--- config.mk ---
export PLATFORM = sky130hd
export DESIGN_NAME = mip_chain_size_admission_core
export DESIGN_NICKNAME = d
export VERILOG_FILES = /design/src/rtl/core/mcsa_pkg.sv /design/src/rtl/core/mip_chain_size_admission_core.sv
export SDC_FILE = /design/constraint.sdc
export NUM_CORES = 2
export LEC_CHECK = 0
export BUFFER_PORTS_ARGS = -buffer_cell sky130_fd_sc_hd__buf_2
export CORE_UTILIZATION = 40
export DETAILED_ROUTE_END_ITERATION = 8
export SKIP_CTS_REPAIR_TIMING = 1
export SYNTH_ARGS = -nofsm -noshare
export SYNTH_HDL_FRONTEND = slang
export SYNTH_SLANG_ARGS = --single-unit
--- constraint.sdc ---
create_clock -name i_clk -period 15.7 [get_ports i_clk]
set_input_delay 0.785 -clock i_clk [delete_from_list [all_inputs] [get_ports i_clk]]
set_output_delay 0.785 -clock i_clk [all_outputs]
set_load 0.03 [all_outputs]
--- src/rtl/core/mcsa_pkg.sv ---
// Package with the types, constants and helper functions of the mip chain size admission core.
`default_nettype none
package mcsa_pkg;

    localparam int DIM_W   = 16;
    localparam int MIPS_W  = 8;
    localparam int SRC_W   = 32;
    localparam int LVL_W   = 4;
    localparam int CHAIN_W = 5;
    localparam int PROD_W  = 32;
    localparam int RGBA_W  = 34;
    localparam int ASTC_W  = 32;
    localparam int WSET_W  = 35;
    localparam int PLIM_W  = 32;
    localparam int WLIM_W  = 34;
    localparam int CFG_IDX_W = 2;
    localparam int CFG_DATA_W = 34;
    localparam int ASTC_OUT_W = 29;
    localparam int RGBA_OUT_W = 31;
    localparam int STATUS_W = 2;

    localparam logic [LVL_W-1:0] LEVEL_CAP = 4'd15;
    localparam logic [PLIM_W-1:0] PAYLOAD_LIMIT_RESET = 32'd268435456;
    localparam logic [WLIM_W-1:0] WSET_LIMIT_RESET = 34'd201326592;
    localparam logic [ASTC_W-1:0] ASTC_FIELD_MAX = 32'h1FFF_FFFF;
    localparam logic [RGBA_W-1:0] RGBA_FIELD_MAX = 34'h0_7FFF_FFFF;

    localparam logic [CFG_IDX_W-1:0] CFG_PAYLOAD_LIMIT = 2'd0;
    localparam logic [CFG_IDX_W-1:0] CFG_WSET_LIMIT    = 2'd1;

    localparam logic [STATUS_W-1:0] ST_OK        = 2'd0;
    localparam logic [STATUS_W-1:0] ST_BAD_SIZE  = 2'd1;
    localparam logic [STATUS_W-1:0] ST_PAYLOAD   = 2'd2;
    localparam logic [STATUS_W-1:0] ST_WORKSET   = 2'd3;

    typedef enum logic [2:0] {
        S_IDLE,
        S_TEXEL,
        S_BLOCK,
        S_ACCUM,
        S_WSET,
        S_RESULT
    } t_state;

    // Full chain length: one plus the position of the leading one of the side.
    function automatic logic [CHAIN_W-1:0] chain_length(input logic [DIM_W-1:0] side);
        logic [CHAIN_W-1:0] n;
        n = CHAIN_W'(1);
        for (int i = 1; i < DIM_W; i++) begin
            if (side[i]) begin
                n = CHAIN_W'(i + 1);
            end
        end
        return n;
    endfunction

    function automatic logic [DIM_W-1:0] blocks_of(input logic [DIM_W-1:0] side);
        logic [DIM_W:0] s;
        s = {1'b0, side} + (DIM_W+1)'(3);
        return DIM_W'(s[DIM_W:2]);
    endfunction

endpackage
`default_nettype wire

--- src/rtl/core/mip_chain_size_admission_core.sv ---
// Top level of the mip chain size admission core with its level sequencer and shared multiplier.
`default_nettype none
// An input word carries a texture's base width and height, its declared mip count and its
// source size; one result word follows with the clamped level count, the ASTC 4x4 and RGBA8
// chain totals and an admission status. One 16 by 16 multiplier is shared across the level
// loop, each level passing through the texel product, block product and accumulate states,
// and a rejected size skips the loop. The input stalls while an item is in work; a finished
// result waits in the output register while the next word may be accepted. Configuration
// writes are always ready.
module mip_chain_size_admission_core
    import mcsa_pkg::*;
#(
    parameter int MAX_DIM = 16384
) (
    input  wire logic                  i_clk,
    input  wire logic                  i_rst_n,
    input  wire logic                  i_in_valid,
    output logic                       o_in_stall,
    input  wire logic [DIM_W-1:0]      i_width_px,
    input  wire logic [DIM_W-1:0]      i_height_px,
    input  wire logic [MIPS_W-1:0]     i_requested_mips,
    input  wire logic [SRC_W-1:0]      i_source_bytes,
    output logic                       o_out_valid,
    input  wire logic                  i_out_stall,
    output logic [LVL_W-1:0]           o_mip_levels,
    output logic [ASTC_OUT_W-1:0]      o_astc_total,
    output logic [RGBA_OUT_W-1:0]      o_rgba_total,
    output logic [STATUS_W-1:0]        o_status,
    input  wire logic                  i_cfg_valid,
    output logic                       o_cfg_ready,
    input  wire logic [CFG_IDX_W-1:0]  i_cfg_index,
    input  wire logic [CFG_DATA_W-1:0] i_cfg_data
);

    localparam logic [DIM_W:0] MAX_SIDE = (DIM_W+1)'(MAX_DIM);

    t_state r_state, n_state;

    logic [PLIM_W-1:0] r_payload_limit;
    logic [WLIM_W-1:0] r_wset_limit;

    logic [DIM_W-1:0]  r_cw, r_ch;
    logic [SRC_W-1:0]  r_src;
    logic [LVL_W-1:0]  r_levels, r_lvl_cnt;
    logic              r_bad;
    logic [PROD_W-1:0] r_prod;
    logic [RGBA_W-1:0] r_rgba, r_base;
    logic [ASTC_W-1:0] r_astc;
    logic [WSET_W-1:0] r_wset;

    logic                  r_out_valid;
    logic [LVL_W-1:0]      r_out_levels;
    logic [ASTC_OUT_W-1:0] r_out_astc;
    logic [RGBA_OUT_W-1:0] r_out_rgba;
    logic [STATUS_W-1:0]   r_out_status;

    logic              in_accept, out_free, last_level;
    logic              bad_in;
    logic [DIM_W-1:0]  max_side, mul_a, mul_b;
    logic [PROD_W-1:0] mul_p;
    logic [CHAIN_W-1:0] chain;
    logic [LVL_W-1:0]  lvl_in;
    logic [STATUS_W-1:0] status_calc;

    assign in_accept  = i_in_valid && !o_in_stall;
    assign out_free   = !r_out_valid || !i_out_stall;
    assign last_level = (r_lvl_cnt + LVL_W'(1)) == r_levels;

    always_comb begin
        max_side = (i_width_px > i_height_px) ? i_width_px : i_height_px;
        chain    = chain_length(max_side);
        lvl_in   = LEVEL_CAP;
        if ({3'b0, chain} < i_requested_mips && chain < CHAIN_W'(LEVEL_CAP)) begin
            lvl_in = chain[LVL_W-1:0];
        end else if (i_requested_mips < MIPS_W'(LEVEL_CAP)) begin
            lvl_in = i_requested_mips[LVL_W-1:0];
        end
        bad_in = (i_width_px == '0) || (i_height_px == '0) ||
                 ({1'b0, i_width_px} > MAX_SIDE) || ({1'b0, i_height_px} > MAX_SIDE) ||
                 (i_requested_mips == '0);
    end

    // Shared multiplier: texel count first, then block count of the same level.
    always_comb begin
        if (r_state == S_BLOCK) begin
            mul_a = blocks_of(r_cw);
            mul_b = blocks_of(r_ch);
        end else begin
            mul_a = r_cw;
            mul_b = r_ch;
        end
        mul_p = mul_a * mul_b;
    end

    always_comb begin
        if (r_astc == '0 || r_astc > r_payload_limit) begin
            status_calc = ST_PAYLOAD;
        end else if (r_wset > {{(WSET_W-WLIM_W){1'b0}}, r_wset_limit}) begin
            status_calc = ST_WORKSET;
        end else begin
            status_calc = ST_OK;
        end
    end

    always_comb begin
        n_state = r_state;
        unique case (r_state)
            S_IDLE: begin
                if (in_accept) begin
                    n_state = bad_in ? S_RESULT : S_TEXEL;
                end
            end
            S_TEXEL: n_state = S_BLOCK;
            S_BLOCK: n_state = S_ACCUM;
            S_ACCUM: n_state = last_level ? S_WSET : S_TEXEL;
            S_WSET:  n_state = S_RESULT;
            S_RESULT: begin
                if (out_free) begin
                    n_state = S_IDLE;
                end
            end
            default: n_state = S_IDLE;
        endcase
    end

    always_comb begin
        o_in_stall   = (r_state != S_IDLE);
        o_cfg_ready  = 1'b1;
        o_out_valid  = r_out_valid;
        o_mip_levels = r_out_levels;
        o_astc_total = r_out_astc;
        o_rgba_total = r_out_rgba;
        o_status     = r_out_status;
    end

    always_ff @(posedge i_clk) begin
        if (!i_rst_n) begin
            r_state         <= S_IDLE;
            r_out_valid     <= 1'b0;
            r_payload_limit <= PAYLOAD_LIMIT_RESET;
            r_wset_limit    <= WSET_LIMIT_RESET;
        end else begin
            r_state <= n_state;
            if (i_cfg_valid && o_cfg_ready) begin
                if (i_cfg_index == CFG_PAYLOAD_LIMIT) begin
                    r_payload_limit <= i_cfg_data[PLIM_W-1:0];
                end else if (i_cfg_index == CFG_WSET_LIMIT) begin
                    r_wset_limit <= i_cfg_data[WLIM_W-1:0];
                end
            end
            if (r_state == S_RESULT && out_free) begin
                r_out_valid <= 1'b1;
            end else if (!i_out_stall) begin
                r_out_valid <= 1'b0;
            end
        end
    end

    always_ff @(posedge i_clk) begin
        unique case (r_state)
            S_IDLE: begin
                if (in_accept) begin
                    r_cw      <= i_width_px;
                    r_ch      <= i_height_px;
                    r_src     <= i_source_bytes;
                    r_levels  <= lvl_in;
                    r_bad     <= bad_in;
                    r_lvl_cnt <= '0;
                    r_rgba    <= '0;
                    r_astc    <= '0;
                end
            end
            S_TEXEL: begin
                r_prod <= mul_p;
            end
            S_BLOCK: begin
                r_rgba <= r_rgba + {r_prod, 2'b00};
                if (r_lvl_cnt == '0) begin
                    r_base <= {r_prod, 2'b00};
                end
                r_prod <= mul_p;
            end
            S_ACCUM: begin
                r_astc    <= r_astc + {r_prod[ASTC_W-5:0], 4'b0000};
                r_cw      <= (r_cw[DIM_W-1:1] == '0) ? DIM_W'(1) : {1'b0, r_cw[DIM_W-1:1]};
                r_ch      <= (r_ch[DIM_W-1:1] == '0) ? DIM_W'(1) : {1'b0, r_ch[DIM_W-1:1]};
                r_lvl_cnt <= r_lvl_cnt + LVL_W'(1);
            end
            S_WSET: begin
                r_wset <= WSET_W'(r_src) + {2'b00, r_astc, 1'b0} + WSET_W'(r_base);
            end
            S_RESULT: begin
                if (out_free) begin
                    if (r_bad) begin
                        r_out_levels <= '0;
                        r_out_astc   <= '0;
                        r_out_rgba   <= '0;
                        r_out_status <= ST_BAD_SIZE;
                    end else begin
                        r_out_levels <= r_levels;
                        r_out_astc   <= (r_astc > ASTC_FIELD_MAX) ? ASTC_FIELD_MAX[ASTC_OUT_W-1:0]
                                                                  : r_astc[ASTC_OUT_W-1:0];
                        r_out_rgba   <= (r_rgba > RGBA_FIELD_MAX) ? RGBA_FIELD_MAX[RGBA_OUT_W-1:0]
                                                                  : r_rgba[RGBA_OUT_W-1:0];
                        r_out_status <= status_calc;
                    end
                end
            end
            default: begin
            end
        endcase
    end

endmodule
`default_nettype wire

==> flow_summary.json <==
{
  "vias": 22000,
  "syn_nets": 3618,
  "start_util": 0.404,
  "grt_use_total": 0.208,
  "reg2reg_setup_slack_ns": 6.96,
  "clk_pin_slew_worst_paths_ns": 0.06,
  "postSynthCellCount": 3000,
  "synth-async-reset-ratio": 0,
  "arrival_ns": 9.08,
  "synth-main-ff-cell": "edfxtp_1",
  "hold_violations": 0,
  "rows": 99,
  "yosys_register_bits": 364,
  "dp_hpwl_um": 60900,
  "port_buffers": 180,
  "drt_iter0_markers": 1517,
  "area_growth_pct": 10.9,
  "maxCapViolCount": 0,
  "worstPathBufferInverterCount": 7,
  "fin_crit_sh": 0.556,
  "clockBufferDepth": 3,
  "grt_pass1_vias": 21700,
  "cp-end-kind": "flop",
  "finalClockSkew_ns": 0.0236,
  "crit_family": "adder cells",
  "crit_type": "reg2reg",
  "yosysUniqueCellTypes": 84,
  "cp_common_cell": "fa_1",
  "drive_above_1_share": 0.0974,
  "wire_per_inst_um": 18.9,
  "clk_latency_ns": 0.59,
  "rsz0062_at_grt": "false",
  "gp_congestion": 0.904,
  "die_h_um": 273,
  "ant_nets": 0,
  "syn_area_per_cell_um2": 9.82,
  "synth_edf_count": 294,
  "cp-start-kind": "flop",
  "yosysWarnings": 0,
  "final_common_cell": "nand2_1",
  "worst_pin_slew_ns": 1.07,
  "root_buffer": "clkbuf_16",
  "critPathSlowestCell": "a21oi_1",
  "coreArea_um2": 73000,
  "via_per_inst": 5.32,
  "period_minus_slack_ns": 8.74,
  "drcViolationCount": 0,
  "fmax_mhz": 114,
  "relSlewSlack": 0.287,
  "die_x_um": 273,
  "grt_pass1_wl_um": 121000,
  "fin_nets": 3757,
  "drt-pass1-iter-count": 5,
  "final_cell_mix": "nand2_1, inv_1, edfxtp_1",
  "setup_tns_ns": 0,
  "antenna_found_initial": 1,
  "path_max_fanout": 50,
  "clkSinkCount": 364,
  "cpPeakStageDelay_ns": 0.68,
  "die_area_um2": 74700,
  "status": "finished, final reports clean",
  "setup_viol": 0,
  "overflow": 0,
  "cp.required_ns": 16.04,
  "cts_tree": "done",
  "routed_wl_um": 78200,
  "slew_viol_final": 0,
  "ioPinCount": 182,
  "yosysSeqAreaShare": 0.347,
  "antenna_cells": 0,
  "htree_levels": 2,
  "cts_buffers": 42,
  "grt_start_max_net_pins": 71,
  "syn_area_um2": 29500,
  "hp-class": "in2reg"
}
## cell type report
class,count,area (um2)
clock inverter,29,218
clock buffer,49,1100
inverter,361,1360
tap,959,1200
sequential,364,10200
timing repair buffer,209,1120
multi-input combinational,2161,17400
fill,6926,40300
## metrics by stage
step / area (um2) / hold WS [ns] / setup WS [ns] / std cells / util
finish: 32700 / 0.381 / 6.96 / 4132 / 0.448
detailed placement: 31300 / 0.407 / 7.09 / 4054 / 0.430
CTS: 32700 / 0.356 / 7.07 / 4132 / 0.448
global placement: 31300 / 0.408 / 7.20 / 4054 / 0.430
floorplan: 29500 / 0.400 / 8.13 / 3000 / -
global route: 32700 / 0.367 / 6.55 / 4132 / 0.448
## final timing paths
path	cells past startpoint	startpoint	end
min	1	i_source_bytes[7]	r_src[7]
max	29	r_state[0]	r_prod[28]
max reg2reg	29	r_state[0]	r_prod[28]
min reg2reg	0	r_src[1]	r_wset[1]
## flip-flops by register name, summed over array words and instances, names as in the netlist, 2 cells and up
signal / count
r_rgba: 32
r_prod: 32
r_ch: 16
o_astc_total: 26
r_payload_limit: 32
o_rgba_total: 30
o_mip_levels: 4
r_base: 32
r_wset_limit: 34
r_wset: 35
r_src: 32
r_lvl_cnt: 4
r_cw: 16
r_state: 3
r_levels: 4
o_status: 2
r_astc: 28
## cell usage after synthesis, drive strengths merged, types with 62 or more instances
| master | instances | area (um2) |
|---|---|---|
| a21boi | 72 | 541 |
| a21o | 133 | 998 |
| a21oi | 132 | 661 |
| clkbuf | 88 | 333 |
| dfxtp | 70 | 1400 |
| edfxtp | 294 | 8830 |
| fa | 224 | 4480 |
| ha | 281 | 3520 |
| inv | 360 | 1350 |
| nand2 | 404 | 1520 |
| nor2 | 206 | 773 |
| nor3 | 62 | 320 |
| o21ai | 101 | 505 |
| xnor2 | 67 | 587 |
## per-layer routing
| metal | global-route usage | routed length [um] |
|---|---|---|
| met5 | 0 | 0 |
| met4 | 0.0650 | 2000 |
| met3 | 0.0243 | 4200 |
| met2 | 0.357 | 37200 |
| met1 | 0.274 | 34800 |
## kinds of logic (layout without fill, tap and decap cells)
| group | after synthesis | after routing | synth area share |
|---|---|---|---|
| fa+ha+maj | 505 | 505 | 0.272 |
| mux | 10 | 10 | 0.00348 |
| simple gates | 936 | 936 | 0.146 |
| compound gates | 609 | 609 | 0.140 |
| buf+inv | 475 | 648 | 0.0620 |
| xor+xnor | 100 | 100 | 0.0297 |
| other cells | 1 | 1 | 0.000127 |
| flops | 364 | 364 | 0.347 |
Power is left out: the tool's default activity adds up to more than one toggle a clock period on the data nets, which glitch-free logic cannot reach.
